`src/design/assert_macros.svh`:
```
// Assertion macros shared by the scanner modules.
`ifndef ASSERT_MACROS_SVH
`define ASSERT_MACROS_SVH
`ifndef NO_ASSERTIONS
// Checked property, switched off while reset is asserted.
`define LTS_ASSERT(lbl, clk, rstn, prop, msg) \
    lbl: assert property (@(posedge clk) disable iff (!rstn) prop) else $error(msg);
// Checked property that must also hold during reset.
`define LTS_ASSERT_ALWAYS(lbl, clk, prop, msg) \
    lbl: assert property (@(posedge clk) prop) else $error(msg);
`else
`define LTS_ASSERT(lbl, clk, rstn, prop, msg)
`define LTS_ASSERT_ALWAYS(lbl, clk, prop, msg)
`endif
`endif

```
`src/design/lts_pkg.sv`:
```
// Types, constants and character classes of the token scanner.
package lts_pkg;

    // Scanner modes.
    typedef enum logic [2:0] {
        MODE_IDLE = 3'd0,
        MODE_WORD = 3'd1,
        MODE_NUM  = 3'd2,
        MODE_STR  = 3'd3,
        MODE_EQ   = 3'd4,
        MODE_BANG = 3'd5
    } mode_t;

    typedef logic [4:0] kind_t;

    // Token kinds.
    localparam kind_t KIND_ILLEGAL   = 5'd0;
    localparam kind_t KIND_EOF       = 5'd1;
    localparam kind_t KIND_WORD      = 5'd2;
    localparam kind_t KIND_INT       = 5'd3;
    localparam kind_t KIND_STRING    = 5'd4;
    localparam kind_t KIND_ASSIGN    = 5'd5;
    localparam kind_t KIND_PLUS      = 5'd6;
    localparam kind_t KIND_MINUS     = 5'd7;
    localparam kind_t KIND_BANG      = 5'd8;
    localparam kind_t KIND_STAR      = 5'd9;
    localparam kind_t KIND_SLASH     = 5'd10;
    localparam kind_t KIND_LT        = 5'd11;
    localparam kind_t KIND_GT        = 5'd12;
    localparam kind_t KIND_EQ        = 5'd13;
    localparam kind_t KIND_NEQ       = 5'd14;
    localparam kind_t KIND_COMMA     = 5'd15;
    localparam kind_t KIND_SEMICOLON = 5'd16;
    localparam kind_t KIND_COLON     = 5'd17;
    localparam kind_t KIND_LPAREN    = 5'd18;
    localparam kind_t KIND_RPAREN    = 5'd19;
    localparam kind_t KIND_LBRACE    = 5'd20;
    localparam kind_t KIND_RBRACE    = 5'd21;
    localparam kind_t KIND_LBRACKET  = 5'd22;
    localparam kind_t KIND_RBRACKET  = 5'd23;

    // Characters with a meaning of their own.
    localparam logic [7:0] CH_NUL        = 8'h00;
    localparam logic [7:0] CH_TAB        = 8'h09;
    localparam logic [7:0] CH_LF         = 8'h0A;
    localparam logic [7:0] CH_CR         = 8'h0D;
    localparam logic [7:0] CH_SPACE      = 8'h20;
    localparam logic [7:0] CH_BANG       = 8'h21;
    localparam logic [7:0] CH_QUOTE      = 8'h22;
    localparam logic [7:0] CH_EQ         = 8'h3D;
    localparam logic [7:0] CH_UNDERSCORE = 8'h5F;
    localparam logic [7:0] CH_ZERO       = 8'h30;
    localparam logic [7:0] CH_NINE       = 8'h39;

    localparam logic [15:0] LEN_MAX = 16'hFFFF;

    // Depth of the queue between the scanner and the output stage.
    localparam int QUEUE_DEPTH = 4;

    // One token as it leaves the block.
    typedef struct packed {
        kind_t       kind;
        logic [15:0] start;
        logic [15:0] length;
    } token_t;

    // All tokens caused by one source byte.
    typedef struct packed {
        token_t first;
        token_t second;
        logic   two;
    } entry_t;

    function automatic logic is_letter(input logic [7:0] c);
        return c inside {[8'h61:8'h7A], [8'h41:8'h5A], CH_UNDERSCORE};
    endfunction

    function automatic logic is_digit(input logic [7:0] c);
        return c inside {[CH_ZERO:CH_NINE]};
    endfunction

    function automatic logic is_space(input logic [7:0] c);
        return c inside {CH_SPACE, CH_TAB, CH_LF, CH_CR};
    endfunction

    // Kind of a byte that forms a token on its own.
    function automatic kind_t single_kind(input logic [7:0] c);
        kind_t k;
        case (c)
            8'h2B:   k = KIND_PLUS;
            8'h2D:   k = KIND_MINUS;
            8'h2A:   k = KIND_STAR;
            8'h2F:   k = KIND_SLASH;
            8'h3C:   k = KIND_LT;
            8'h3E:   k = KIND_GT;
            8'h2C:   k = KIND_COMMA;
            8'h3B:   k = KIND_SEMICOLON;
            8'h3A:   k = KIND_COLON;
            8'h28:   k = KIND_LPAREN;
            8'h29:   k = KIND_RPAREN;
            8'h7B:   k = KIND_LBRACE;
            8'h7D:   k = KIND_RBRACE;
            8'h5B:   k = KIND_LBRACKET;
            8'h5D:   k = KIND_RBRACKET;
            default: k = KIND_ILLEGAL;
        endcase
        return k;
    endfunction

endpackage

```
`src/design/lts_byte_if.sv`:
```
// Stream interface that carries source bytes.
interface lts_byte_if;
    logic       valid;
    logic       ready;
    logic [7:0] in_byte;

    modport source (output valid, output in_byte, input ready);
    modport sink (input valid, input in_byte, output ready);
endinterface

```
`src/design/lts_token_if.sv`:
```
// Stream interface that carries tokens.
interface lts_token_if;
    logic        valid;
    logic        ready;
    logic [4:0]  token_kind;
    logic [15:0] start_offset;
    logic [15:0] token_length;
    logic        last_of_run;

    modport source (output valid, output token_kind, output start_offset,
                    output token_length, output last_of_run, input ready);
    modport sink (input valid, input token_kind, input start_offset,
                  input token_length, input last_of_run, output ready);
endinterface

```
`src/design/lookahead_token_scanner_core.sv`:
```
// Top level of the lookahead token scanner.
//
//  Channel  | Direction | Payload
//  ---------+-----------+------------------------------------------------------
//  source   | in        | in_byte
//  tokens   | out       | token_kind, start_offset, token_length, last_of_run
//
// A byte is accepted in any cycle in which the token queue has room; the scanner
// mode updates in that same cycle, so bytes stream at one per cycle.
// A byte that yields two tokens keeps its queue entry until both are sent; the
// four-entry queue absorbs these, and input backs up only while it is full.
// Tokens pass through the queue and then the output register on their way out.
// Reset clears the scanner to idle with offset zero and empties the queue.
module lookahead_token_scanner_core
    import lts_pkg::*;
#(
    parameter int OFFSET_BITS = 16
)
(
    input  logic        clk,
    input  logic        rst_n,
    lts_byte_if.sink    source,
    lts_token_if.source tokens
);

    logic   push;
    entry_t push_entry;
    logic   full;
    logic   head_valid;
    entry_t head;
    logic   pop;

    lts_front #(
        .OFFSET_BITS (OFFSET_BITS)
    ) u_front (
        .clk        (clk),
        .rst_n      (rst_n),
        .source     (source),
        .full       (full),
        .push       (push),
        .push_entry (push_entry)
    );

    lts_queue u_queue (
        .clk        (clk),
        .rst_n      (rst_n),
        .push       (push),
        .push_entry (push_entry),
        .full       (full),
        .head_valid (head_valid),
        .head       (head),
        .pop        (pop)
    );

    lts_back u_back (
        .clk        (clk),
        .rst_n      (rst_n),
        .head_valid (head_valid),
        .head       (head),
        .pop        (pop),
        .tokens     (tokens)
    );

endmodule

```
`src/design/lts_front.sv`:
```
// Scanner front end: accepts bytes, tracks the lexer mode and forms tokens.
module lts_front
    import lts_pkg::*;
#(
    parameter int OFFSET_BITS = 16
)
(
    input  logic       clk,
    input  logic       rst_n,
    lts_byte_if.sink   source,
    input  logic       full,
    output logic       push,
    output entry_t     push_entry
);

    mode_t                  mode_reg, mode_next;
    logic [OFFSET_BITS-1:0] offset_reg, offset_next;
    logic [OFFSET_BITS-1:0] start_reg, start_next;
    logic [15:0]            len_reg, len_next;

    logic                   accept;
    logic [7:0]             c;
    logic [15:0]            len_inc;

    logic                   idle_emit;
    token_t                 idle_tok;
    mode_t                  idle_mode;
    logic [OFFSET_BITS-1:0] idle_start;
    logic [15:0]            idle_len;

    logic                   emit1, emit2;
    token_t                 tok1, tok2;

    assign source.ready = !full;
    assign accept       = source.valid && !full;
    assign c            = source.in_byte;
    assign len_inc      = (len_reg == LEN_MAX) ? len_reg : len_reg + 16'd1;

    // Handling of a byte that arrives with no token pending.
    always_comb
    begin
        idle_emit  = 1'b0;
        idle_tok   = '{kind: single_kind(c), start: 16'(offset_reg), length: 16'd1};
        idle_mode  = MODE_IDLE;
        idle_start = start_reg;
        idle_len   = len_reg;
        if (is_space(c))
        begin
            idle_emit = 1'b0;
        end
        else if (c == CH_NUL)
        begin
            idle_emit = 1'b1;
            idle_tok  = '{kind: KIND_EOF, start: 16'(offset_reg), length: 16'd0};
        end
        else if (is_letter(c))
        begin
            idle_mode  = MODE_WORD;
            idle_start = offset_reg;
            idle_len   = 16'd1;
        end
        else if (is_digit(c))
        begin
            idle_mode  = MODE_NUM;
            idle_start = offset_reg;
            idle_len   = 16'd1;
        end
        else if (c == CH_EQ)
        begin
            idle_mode  = MODE_EQ;
            idle_start = offset_reg;
            idle_len   = 16'd1;
        end
        else if (c == CH_BANG)
        begin
            idle_mode  = MODE_BANG;
            idle_start = offset_reg;
            idle_len   = 16'd1;
        end
        else if (c == CH_QUOTE)
        begin
            idle_mode  = MODE_STR;
            idle_start = offset_reg + 1'b1;
            idle_len   = 16'd0;
        end
        else
        begin
            idle_emit  = 1'b1;
            idle_start = offset_reg;
            idle_len   = 16'd0;
        end
    end

    // Mode update and token selection for the pending token, if any.
    always_comb
    begin
        emit1      = 1'b0;
        emit2      = 1'b0;
        tok1       = idle_tok;
        tok2       = idle_tok;
        mode_next  = mode_reg;
        start_next = start_reg;
        len_next   = len_reg;
        case (mode_reg)
            MODE_WORD, MODE_NUM:
            begin
                if ((mode_reg == MODE_WORD) ? is_letter(c) : is_digit(c))
                begin
                    len_next = len_inc;
                end
                else
                begin
                    emit1      = 1'b1;
                    tok1       = '{kind: (mode_reg == MODE_WORD) ? KIND_WORD : KIND_INT,
                                   start: 16'(start_reg), length: len_reg};
                    emit2      = idle_emit;
                    mode_next  = idle_mode;
                    start_next = idle_start;
                    len_next   = idle_len;
                end
            end
            MODE_STR:
            begin
                if (c == CH_QUOTE || c == CH_NUL)
                begin
                    emit1     = 1'b1;
                    tok1      = '{kind: KIND_STRING, start: 16'(start_reg), length: len_reg};
                    emit2     = (c == CH_NUL);
                    mode_next = MODE_IDLE;
                    len_next  = 16'd0;
                end
                else
                begin
                    len_next = len_inc;
                end
            end
            MODE_EQ, MODE_BANG:
            begin
                emit1 = 1'b1;
                if (c == CH_EQ)
                begin
                    tok1      = '{kind: (mode_reg == MODE_EQ) ? KIND_EQ : KIND_NEQ,
                                  start: 16'(start_reg), length: 16'd2};
                    mode_next = MODE_IDLE;
                    len_next  = 16'd0;
                end
                else
                begin
                    tok1       = '{kind: (mode_reg == MODE_EQ) ? KIND_ASSIGN : KIND_BANG,
                                   start: 16'(start_reg), length: 16'd1};
                    emit2      = idle_emit;
                    mode_next  = idle_mode;
                    start_next = idle_start;
                    len_next   = idle_len;
                end
            end
            default:
            begin
                emit1      = idle_emit;
                tok1       = idle_tok;
                mode_next  = idle_mode;
                start_next = idle_start;
                len_next   = idle_len;
            end
        endcase

        // The end-of-input byte returns the scanner to its reset state.
        if (c == CH_NUL)
        begin
            mode_next   = MODE_IDLE;
            start_next  = '0;
            len_next    = 16'd0;
            offset_next = '0;
        end
        else
        begin
            offset_next = offset_reg + 1'b1;
        end
    end

    assign push       = accept && emit1;
    assign push_entry = '{first: tok1, second: tok2, two: emit2};

    // Scanner state registers.
    always_ff @(posedge clk or negedge rst_n)
    begin
        if (!rst_n)
        begin
            mode_reg   <= MODE_IDLE;
            offset_reg <= '0;
            start_reg  <= '0;
            len_reg    <= 16'd0;
        end
        else if (accept)
        begin
            mode_reg   <= mode_next;
            offset_reg <= offset_next;
            start_reg  <= start_next;
            len_reg    <= len_next;
        end
    end

endmodule

```
`src/design/lts_queue.sv`:
```
// Short queue of per-byte token groups between the scanner and the output stage.
`include "assert_macros.svh"
module lts_queue
    import lts_pkg::*;
(
    input  logic   clk,
    input  logic   rst_n,
    input  logic   push,
    input  entry_t push_entry,
    output logic   full,
    output logic   head_valid,
    output entry_t head,
    input  logic   pop
);

    localparam int PtrW   = $clog2(QUEUE_DEPTH);
    localparam int CountW = $clog2(QUEUE_DEPTH + 1);

    entry_t              entries_reg [QUEUE_DEPTH];
    logic [PtrW-1:0]     wr_ptr_reg, rd_ptr_reg;
    logic [CountW-1:0]   count_reg, count_next;

    assign full       = (count_reg == CountW'(QUEUE_DEPTH));
    assign head_valid = (count_reg != '0);
    assign head       = entries_reg[rd_ptr_reg];

    always_comb
    begin
        count_next = count_reg;
        if (push && !pop)
        begin
            count_next = count_reg + 1'b1;
        end
        else if (pop && !push)
        begin
            count_next = count_reg - 1'b1;
        end
    end

    // Pointers and fill count.
    always_ff @(posedge clk or negedge rst_n)
    begin
        if (!rst_n)
        begin
            wr_ptr_reg <= '0;
            rd_ptr_reg <= '0;
            count_reg  <= '0;
        end
        else
        begin
            if (push)
            begin
                wr_ptr_reg <= (wr_ptr_reg == PtrW'(QUEUE_DEPTH - 1)) ? '0 : wr_ptr_reg + 1'b1;
            end
            if (pop)
            begin
                rd_ptr_reg <= (rd_ptr_reg == PtrW'(QUEUE_DEPTH - 1)) ? '0 : rd_ptr_reg + 1'b1;
            end
            count_reg <= count_next;
        end
    end

    // Entry storage.
    always_ff @(posedge clk)
    begin
        if (push)
        begin
            entries_reg[wr_ptr_reg] <= push_entry;
        end
    end

    `LTS_ASSERT_ALWAYS(a_count_bound, clk, count_reg <= CountW'(QUEUE_DEPTH), "queue count overflow")
    `LTS_ASSERT(a_no_push_full, clk, rst_n, push |-> !full, "push into a full queue")
    `LTS_ASSERT(a_no_pop_empty, clk, rst_n, pop |-> head_valid, "pop from an empty queue")

endmodule

```
`src/design/lts_back.sv`:
```
// Output stage: sends the tokens of each queued group one per transaction.
`include "assert_macros.svh"
module lts_back
    import lts_pkg::*;
(
    input  logic        clk,
    input  logic        rst_n,
    input  logic        head_valid,
    input  entry_t      head,
    output logic        pop,
    lts_token_if.source tokens
);

    logic   out_valid_reg, out_valid_next;
    token_t out_tok_reg, out_tok_next;
    logic   out_last_reg, out_last_next;
    logic   second_reg, second_next;
    logic   load;

    assign load = !out_valid_reg || tokens.ready;

    // Pick the next token of the head group when the output register frees up.
    always_comb
    begin
        out_valid_next = out_valid_reg;
        out_tok_next   = out_tok_reg;
        out_last_next  = out_last_reg;
        second_next    = second_reg;
        pop            = 1'b0;
        if (load)
        begin
            out_valid_next = head_valid;
            if (head_valid)
            begin
                out_tok_next  = second_reg ? head.second : head.first;
                out_last_next = second_reg || !head.two;
                pop           = second_reg || !head.two;
                second_next   = !second_reg && head.two;
            end
        end
    end

    // Control registers.
    always_ff @(posedge clk or negedge rst_n)
    begin
        if (!rst_n)
        begin
            out_valid_reg <= 1'b0;
            second_reg    <= 1'b0;
        end
        else
        begin
            out_valid_reg <= out_valid_next;
            second_reg    <= second_next;
        end
    end

    // Output payload.
    always_ff @(posedge clk)
    begin
        out_tok_reg  <= out_tok_next;
        out_last_reg <= out_last_next;
    end

    assign tokens.valid        = out_valid_reg;
    assign tokens.token_kind   = out_tok_reg.kind;
    assign tokens.start_offset = out_tok_reg.start;
    assign tokens.token_length = out_tok_reg.length;
    assign tokens.last_of_run  = out_last_reg;

    `LTS_ASSERT(a_second_has_head, clk, rst_n, second_reg |-> (head_valid && head.two),
        "second token pending without a two-token group")
    `LTS_ASSERT(a_eof_is_last, clk, rst_n,
        (out_valid_reg && out_tok_reg.kind == KIND_EOF) |-> out_last_reg,
        "end-of-input token not marked last")
    `LTS_ASSERT(a_second_follows, clk, rst_n, (pop && head.two) |-> second_reg,
        "two-token group popped before its second token")

endmodule

```
`src/flat_wrapper.sv`:
```
// flat-port wrapper written by rule: the top's interface ports become plain ports
module lookahead_token_scanner_core_flat import lts_pkg::*;
#(
    parameter int OFFSET_BITS = 16
)
  (clk, rst_n, source_valid, source_in_byte, source_ready, tokens_valid, tokens_token_kind, tokens_start_offset, tokens_token_length, tokens_last_of_run, tokens_ready);
  lts_byte_if source_i ();
  lts_token_if tokens_i ();
  input  logic clk;
  input  logic rst_n;
  input wire logic [$bits(source_i.valid)-1:0] source_valid;
  input wire logic [$bits(source_i.in_byte)-1:0] source_in_byte;
  output wire logic [$bits(source_i.ready)-1:0] source_ready;
  output wire logic [$bits(tokens_i.valid)-1:0] tokens_valid;
  output wire logic [$bits(tokens_i.token_kind)-1:0] tokens_token_kind;
  output wire logic [$bits(tokens_i.start_offset)-1:0] tokens_start_offset;
  output wire logic [$bits(tokens_i.token_length)-1:0] tokens_token_length;
  output wire logic [$bits(tokens_i.last_of_run)-1:0] tokens_last_of_run;
  input wire logic [$bits(tokens_i.ready)-1:0] tokens_ready;
  assign source_i.valid = source_valid;
  assign source_i.in_byte = source_in_byte;
  assign source_ready = source_i.ready;
  assign tokens_valid = tokens_i.valid;
  assign tokens_token_kind = tokens_i.token_kind;
  assign tokens_start_offset = tokens_i.start_offset;
  assign tokens_token_length = tokens_i.token_length;
  assign tokens_last_of_run = tokens_i.last_of_run;
  assign tokens_i.ready = tokens_ready;
  lookahead_token_scanner_core #(.OFFSET_BITS(OFFSET_BITS)) u_core (.clk(clk), .rst_n(rst_n), .source(source_i), .tokens(tokens_i));
endmodule
```
`config.mk`:
```
export PLATFORM = sky130hd
export DESIGN_NAME = lookahead_token_scanner_core_flat
export DESIGN_NICKNAME = d
export VERILOG_FILES = /design/src/design/lts_pkg.sv /design/src/design/lts_byte_if.sv /design/src/design/lts_token_if.sv /design/src/design/lookahead_token_scanner_core.sv /design/src/design/lts_front.sv /design/src/design/lts_queue.sv /design/src/design/lts_back.sv /design/src/flat_wrapper.sv
export VERILOG_INCLUDE_DIRS = /design/src /design/src/design
export SDC_FILE = /design/constraint.sdc
export NUM_CORES = 1
export LEC_CHECK = 0
export ABC_AREA = 1
export BUFFER_PORTS_ARGS = -buffer_cell sky130_fd_sc_hd__buf_4
export CAP_MARGIN = 0
export CORE_MARGIN = 2
export CORE_UTILIZATION = 35
export CTS_CLUSTER_SIZE = 40
export DETAILED_ROUTE_END_ITERATION = 8
export PLACE_DENSITY = 0.52
export SLEW_MARGIN = 20
export SYNTH_ARGS = -nofsm -noshare
export SYNTH_HDL_FRONTEND = slang
export SYNTH_SLANG_ARGS = --single-unit
```
`constraint.sdc`:
```
create_clock -name clk -period 6.2 [get_ports clk]
set_input_delay 0.31 -clock clk [delete_from_list [all_inputs] [get_ports clk]]
set_output_delay 0.31 -clock clk [all_outputs]
set_load 0.02 [all_outputs]
```
==> flow_summary.yaml, run 1 <==
status:
  outcome: "completed"
timing:
  finalHoldViolCount: 0
  fmaxAchievable_mhz: 262
  final.setup.worst_slack_ns: 2.39
  grt_setup_unrepaired: "false"
  max_slew.worst_pin.slew_ns: 1.02
  final.period_utilization: 0.614
  setup-tns-final_ns: 0
  final_period_minus_worst_setup_slack_ns: 3.81
  setup_viol_count_final: 0
  slew_violations: 0
  final_clock_skew_ns: 0.0175
  relSlewSlack: 0.313
flow_run:
  max-cap-violations: 0
synthesis:
  synth.mux.area_fraction: 0.00140
  synth.largest_area_cell: "sky130_fd_sc_hd__edfxtp_1"
  synth_top_cell_area_share: 0.549
  synth_compound_area_frac: 0.104
  syn_inst: 1461
  post_synthesis_instance_area_um2: 15200
  post_synth_xor_area_fraction: 0.0115
  synth.net_count: 1482
  synth_fa_ha_area_frac: 0.00790
  top_area_cells_in_the_synthesized_netlist: "sky130_fd_sc_hd__edfxtp_1 55%, sky130_fd_sc_hd__dfrtp_1 9.9%, sky130_fd_sc_hd__nor2_1 7.4%"
  yosys.cell_types.count: 49
  synth.avg_cell_area_um2: 10.4
  synth-simple-area-share: 0.183
  ys_seq_elements: 338
  ys_warn_count: 0
  largest_family_of_logic_cells_by_synthesized_area: "simple AND/OR/NAND/NOR gates"
  synth-seq-area-share: 0.648
final_layout:
  mostFrequentLayoutCell: "sky130_fd_sc_hd__nor2_1"
  fill_cells: 4209
  area_grow_syn2layout_pct: 13.8
  largest_register_ffs: 240
  layout.nets: 1518
  insertedDiodeCount: 0
  post_route_cells_drive_above_1_share: 0.125
  mostFrequentLayoutCells: "296 x sky130_fd_sc_hd__nor2_1, 278 x sky130_fd_sc_hd__edfxtp_1, 198 x sky130_fd_sc_hd__nand2_1"
floorplanning:
  core_region_area_um2: 43000
  initial_core_util: 0.354
  std_cell_rows: 76
  fp.dieH_um: 212
  top_level_ports: 52
  die_outline_width_um: 212
  die-area_um2: 45100
setup_path:
  critical-path-top-delay-family: "simple AND/OR/NAND/NOR gates"
  crit_path_max_incr_delay_ns: 0.69
  cp_bufs_invs: 3
  timing.critical_path.required_ns: 6.36
  critical_path.startpoint_type: "flop"
  timing.critical_path.to_type: "flop"
  crit_arrival_ns: 3.97
  critPathMaxFanout: 34
  crit_path_cell_trace: "inv_2 -> nor3_2 -> nor2_1 -> nand2_4 -> inv_2 -> nand2_1 -> nand2_4 -> nor2_4 -> buf_4"
  timing_worst_setup_path_type: "flop to flop"
  cp_slowest_cell: "sky130_fd_sc_hd__nor2_4"
routing:
  drt_iter0_markers: 872
  drt_first_pass_iters: 5
  remaining_drc_errors: 0
  vias_per_cell: 4.97
  route.final.wire_length_um: 37300
  routed_wire_length_per_instance_um: 17.7
  detailroute.via_count: 10500
  drt.antenna.violating_nets: 0
cts:
  clock-sinks: 338
  clock_tree.buffer_depth: 3
  clkLatencyLatePin_ns: 0.54
  cts_htree_levels: 2
  clk_root_buffer_cell: "sky130_fd_sc_hd__clkbuf_16"
  clock_tree_from_tritoncts: "yes"
  cts_post_setup_buffers_inserted: 0
  total_cts_buffers: 37
  worst_setup_hold_path_clk_slew_ns: 0.06
power:
  power.leakage_nw: 6.39
  power_density_nw_per_um2: 499
  ir_worst_vdd_mv: 0.216
placed_design:
  dpl.hpwl_um: 22900
  io_buffers: 51
  pre_cts_ws_ns: 2.37
  weighted_congestion_reported_at_the_end_of_routability_driven_placement: 0.863
global_routing:
  number_of_global_route_vias_before_repair: 10000
  grtUsageTotal: 0.167
  grt_first_pass_wirelength_um: 58100
  grt_antenna_before_repair: 2
  grt_start_max_net_pins: 101
  leftover_overflow_at_the_end_of_global_routing: 0
worst_hold_path:
  hold_path.class: "primary input to flop"
through the flow:
stage / hold slack [ns] / util / power, mW / std cells / instance area, µm²
2_1_floorplan: 0.0144 / - / 5.59 / 1461 / 15200
3_3_place_gp: 0.465 / 0.375 / 6.58 / 2041 / 16100
3_5_place_dp: 0.466 / 0.375 / 6.61 / 2041 / 16100
4_1_cts: 0.336 / 0.402 / 8.72 / 2108 / 17300
5_1_grt: 0.354 / 0.402 / 9.17 / 2108 / 17300
6_report: 0.346 / 0.402 / 8.62 / 2108 / 17300
power breakdown:
group	leakage, nW	total [mW]	switching, mW	internal (mW)
Clock	0.546	2.09	0.896	1.20
Combinational	2.53	2.80	1.96	0.831
Sequential	3.31	3.73	0.405	3.33
layout make-up:
cell class	instances	area, µm²	share of cell area
Clock inverter	16	164	0.00948
Clock buffer	49	971	0.0562
Inverter	99	377	0.0218
Multi-Input combinational cell	958	4720	0.273
Tap cell	585	732	0.0423
Timing Repair Buffer	63	478	0.0276
Sequential cell	338	9850	0.570
kinds of logic (layout without fill, tap and decap cells):
family / count (synthesis) / count (layout)
buffers and inverters: 165 / 227
muxes: 2 / 2
AOI/OAI and AO/OA: 275 / 275
adders and majority gates: 9 / 9
and+or+nand+nor: 652 / 652
DFF: 338 / 338
xor gates and xnor gates: 20 / 20
layer usage:
| layer | track usage | up-vias | part of all wire |
|---|---|---|---|
| met5 | 0 | - | 0 |
| li1 | - | 5114 | - |
| met3 | 0.0260 | 41 | 0.051 |
| met4 | 0.0393 | 0 | 0.015 |
| met1 | 0.253 | 5081 | 0.50 |
| met2 | 0.251 | 236 | 0.44 |
what timing repair did:
item                                   4_1_cts  5_1_grt
resized for setup                            0        0
endpoints found under the hold margin       61        0
hold buffers                                 2        0
cell usage after synthesis (all sizes together):
cell / n
nor4: 1
nand4: 7
o211ai: 1
a221oi: 2
dfrtp: 60
o21ai: 188
xnor2: 3
nor3: 20
a21oi: 26
xor2: 17
a31oi: 22
o22ai: 27
nand3: 100
o2111ai: 1
o31ai: 3
mux2: 1
a2bb2oi: 1
edfxtp: 278
fa: 1
or2: 1
o21a: 2
nand2: 212
clkbuf: 44
clkinv: 2
nor2: 309
ha: 8
a211oi: 1
mux2i: 1
nand3b: 2
a32oi: 1
inv: 97
buf: 22
path summary, 6_finish.rpt:
path	slack [ns]	end	depth (start not counted)	startpoint
setup reg to reg	2.39	u_core.u_queue.entries_reg[2][38]$_DFFE_PP_	9	u_core.u_front.mode_reg[1]$_DFFE_PN0P_
hold reg to reg	0.48	u_core.u_front.start_reg[5]$_DFFE_PN0P_	2	u_core.u_front.start_reg[5]$_DFFE_PN0P_
setup / recovery	2.39	u_core.u_queue.entries_reg[2][38]$_DFFE_PP_	9	u_core.u_front.mode_reg[1]$_DFFE_PN0P_
hold / removal	0.35	u_core.u_front.len_reg[7]$_DFFE_PN0P_	5	source_valid
min in group asynchronous	0.42	u_core.u_front.offset_reg[7]$_DFFE_PN0P_	2	rst_n
max in group asynchronous	5.17	u_core.u_queue.rd_ptr_reg[0]$_DFFE_PN0P_	2	rst_n
worst min-delay path, cell delays in order:
cell	delay, ns
sky130_fd_sc_hd__buf_4	0.09
sky130_fd_sc_hd__nand2_1	0.05
sky130_fd_sc_hd__buf_4	0.25
sky130_fd_sc_hd__nand2_1	0.10
sky130_fd_sc_hd__nand2_1	0.05
Note: power is estimated with default switching activity, not from simulation.
==> run 2, diff against run 1 <==
Clock period 6.2 ns to 3.8 ns, I/O delays scaled along.
==> run 2 against run 1 <==
  * Fmax is 29% higher
  * Die area did not move
  * Via count rose by 0.74%
  * Core utilization increased by 0.42 points
  * Hold slack lost 0.074 ns
  * Critical path type unchanged
  * Highest routed layer unchanged
==> flow_summary.yaml, run 2 (synthesis results as in run 1) <==
setup_path:
  crit_path_max_incr_delay_ns: 0.49
  crit_path_cell_trace: "inv_2 -> nand2_1 -> inv_2 -> nor2_1 -> nand2_4 -> inv_2 -> nand2_1 -> nand2_4 -> inv_2 -> ha_1 -> inv_1 -> fa_1 -> mux2_2"
  cp_common_cell: "sky130_fd_sc_hd__inv_2"
  path_depth: 13
  cp_slowest_cell: "sky130_fd_sc_hd__dfrtp_1"
  timing.critical_path.required_ns: 4.21
  number_of_cell_instances_on_the_worst_register_to_register_path: 13
  critPathMaxFanout: 27
  timing.critical_path.to_type: "flop"
  cp_bufs_invs: 5
  timing_worst_setup_path_type: "flop to flop"
  crit_arrival_ns: 3.36
  critical_path.startpoint_type: "flop"
  critical-path-top-delay-family: "simple AND/OR/NAND/NOR gates"
timing:
  final_period_minus_worst_setup_slack_ns: 2.95
  relSlewSlack: 0.317
  slew_violations: 0
  max_slew.worst_pin.slew_ns: 1.02
  final_clock_skew_ns: 0.0150
  final.period_utilization: 0.776
  setup_viol_count_final: 0
  fmaxAchievable_mhz: 339
  grt_setup_unrepaired: "false"
  finalHoldViolCount: 0
global_routing:
  grt_start_max_net_pins: 94
  grt.busiest_layer: "met2"
  grt_antenna_before_repair: 0
  leftover_overflow_at_the_end_of_global_routing: 0
  met1_usage: 0.250
  number_of_global_route_vias_before_repair: 10100
  grtUsageTotal: 0.170
  grt_first_pass_wirelength_um: 58500
  globalRouteMet3Util: 0.0267
  met2_usage: 0.259
cts:
  clock_tree_from_tritoncts: "yes"
  clock_tree.buffer_depth: 3
  cts_post_setup_buffers_inserted: 0
  total_cts_buffers: 37
  cts_htree_levels: 2
  worst_setup_hold_path_clk_slew_ns: 0.06
  clock-sinks: 338
  clk_root_buffer_cell: "sky130_fd_sc_hd__clkbuf_16"
  post_cts.resized_instances: 0
  clkLatencyLatePin_ns: 0.53
power:
  pwr-share-comb: 0.327
  power_density_nw_per_um2: 816
  power.leakage_nw: 6.49
  power.switching_fraction: 0.371
  clkPwrFrac: 0.250
  power.share.sequential: 0.423
  ir_worst_vdd_mv: 0.343
  power.net_switching_mw: 5.28
  post-layout-total-power_mw: 14.3
  power_report.internal_total_mw: 8.97
worst_hold_path:
  whs_path_depth: 6
  hold_path.class: "primary input to flop"
routing:
  vias_per_cell: 4.97
  route.final.wire_length_um: 37400
  routed_wire_length_per_instance_um: 17.6
  drt_iter0_markers: 732
  remaining_drc_errors: 0
  detailroute.via_count: 10600
  drt.antenna.violating_nets: 0
  drt_first_pass_iters: 5
floorplanning:
  std_cell_rows: 76
  fp.dieH_um: 212
  initial_core_util: 0.354
  core_region_area_um2: 43000
  top_level_ports: 52
  die_outline_width_um: 212
  die-area_um2: 45100
flow_run:
  max-cap-violations: 0
status:
  outcome: "completed"
final_layout:
  post_route_cells_drive_above_1_share: 0.137
  largest_register_ffs: 240
  final_cell_count_no_fill: 2122
  insertedDiodeCount: 0
  mostFrequentLayoutCell: "sky130_fd_sc_hd__nor2_1"
  layout.nets: 1529
  fill_cells: 4152
  area_grow_syn2layout_pct: 15.0
  mostFrequentLayoutCells: "296 x sky130_fd_sc_hd__nor2_1, 278 x sky130_fd_sc_hd__edfxtp_1, 198 x sky130_fd_sc_hd__nand2_1"
placed_design:
  weighted_congestion_reported_at_the_end_of_routability_driven_placement: 0.862
  numPlacedInstances: 2052
  dpl.hpwl_um: 23100
  io_buffers: 51
==> run 2: through the flow <==
step,utilization,instance area [µm²],setup TNS (ns),setup WS [ns],hold WS [ns]
finish,0.406,17500,0,0.851,0.272
global route,0.406,17500,0,0.642,0.283
CTS,0.406,17500,0,0.841,0.253
detailed placement,0.378,16200,0,0.880,0.355
global placement,0.378,16200,0,0.913,0.353
floorplan,-,15200,-126.07,-0.525,-0.106
==> run 2: power by group through the flow <==
stage          combinational (mW)  clock (mW)  sequential [mW]
6_report                     4.65        3.56             6.03
5_1_grt                      5.21        3.80             6.15
4_1_cts                      4.72        3.66             6.04
3_5_place_dp                 4.70           0             6.11
3_3_place_gp                 4.67           0             6.09
2_1_floorplan                2.98           0             6.14
==> run 2: layout make-up <==
cell class	instances	area, µm²	share of cell area
Multi-Input combinational cell	958	4720	0.270
Sequential cell	338	9850	0.564
Clock inverter	18	171	0.00981
Timing Repair Buffer	74	573	0.0328
Inverter	99	377	0.0216
Tap cell	585	732	0.0419
Clock buffer	50	1050	0.0599
==> run 2: per-layer routing <==
| metal | vias up | routed length [µm] | share of wire |
|---|---|---|---|
| met1 | 5145 | 18300 | 0.49 |
| met4 | 0 | 680 | 0.018 |
| met2 | 223 | 16600 | 0.44 |
| met5 | - | 0 | 0 |
| met3 | 46 | 1770 | 0.047 |
| li1 | 5136 | - | - |
==> run 2: what timing repair did <==
item,CTS,global route
hold buffers,2,0
setup endpoints to repair,0,0
hold endpoints to repair,61,0
==> run 2: final timing paths <==
path	end	slack [ns]	from
hold reg to reg	u_core.u_front.start_reg[9]$_DFFE_PN0P_	0.48	u_core.u_front.start_reg[9]$_DFFE_PN0P_
hold / removal	u_core.u_front.mode_reg[0]$_DFFE_PN0P_	0.27	source_in_byte[1]
setup / recovery	u_core.u_queue.count_reg[1]$_DFFE_PN0P_	0.85	u_core.u_front.mode_reg[1]$_DFFE_PN0P_
setup reg to reg	u_core.u_queue.count_reg[1]$_DFFE_PN0P_	0.85	u_core.u_front.mode_reg[1]$_DFFE_PN0P_
max in group asynchronous	u_core.u_queue.rd_ptr_reg[0]$_DFFE_PN0P_	2.81	rst_n
min in group asynchronous	u_core.u_front.start_reg[7]$_DFFE_PN0P_	0.30	rst_n
==> run 2: worst reg2reg max path, delay by kind of cell (launching register included) <==
kind                     cells  cell delay, ns
AND/OR/NAND/NOR              5            0.90
buffers and inverters        5            0.60
adder cells (fa/ha/maj)      2            0.60
flip-flops                   1            0.49
multiplexers                 1            0.27
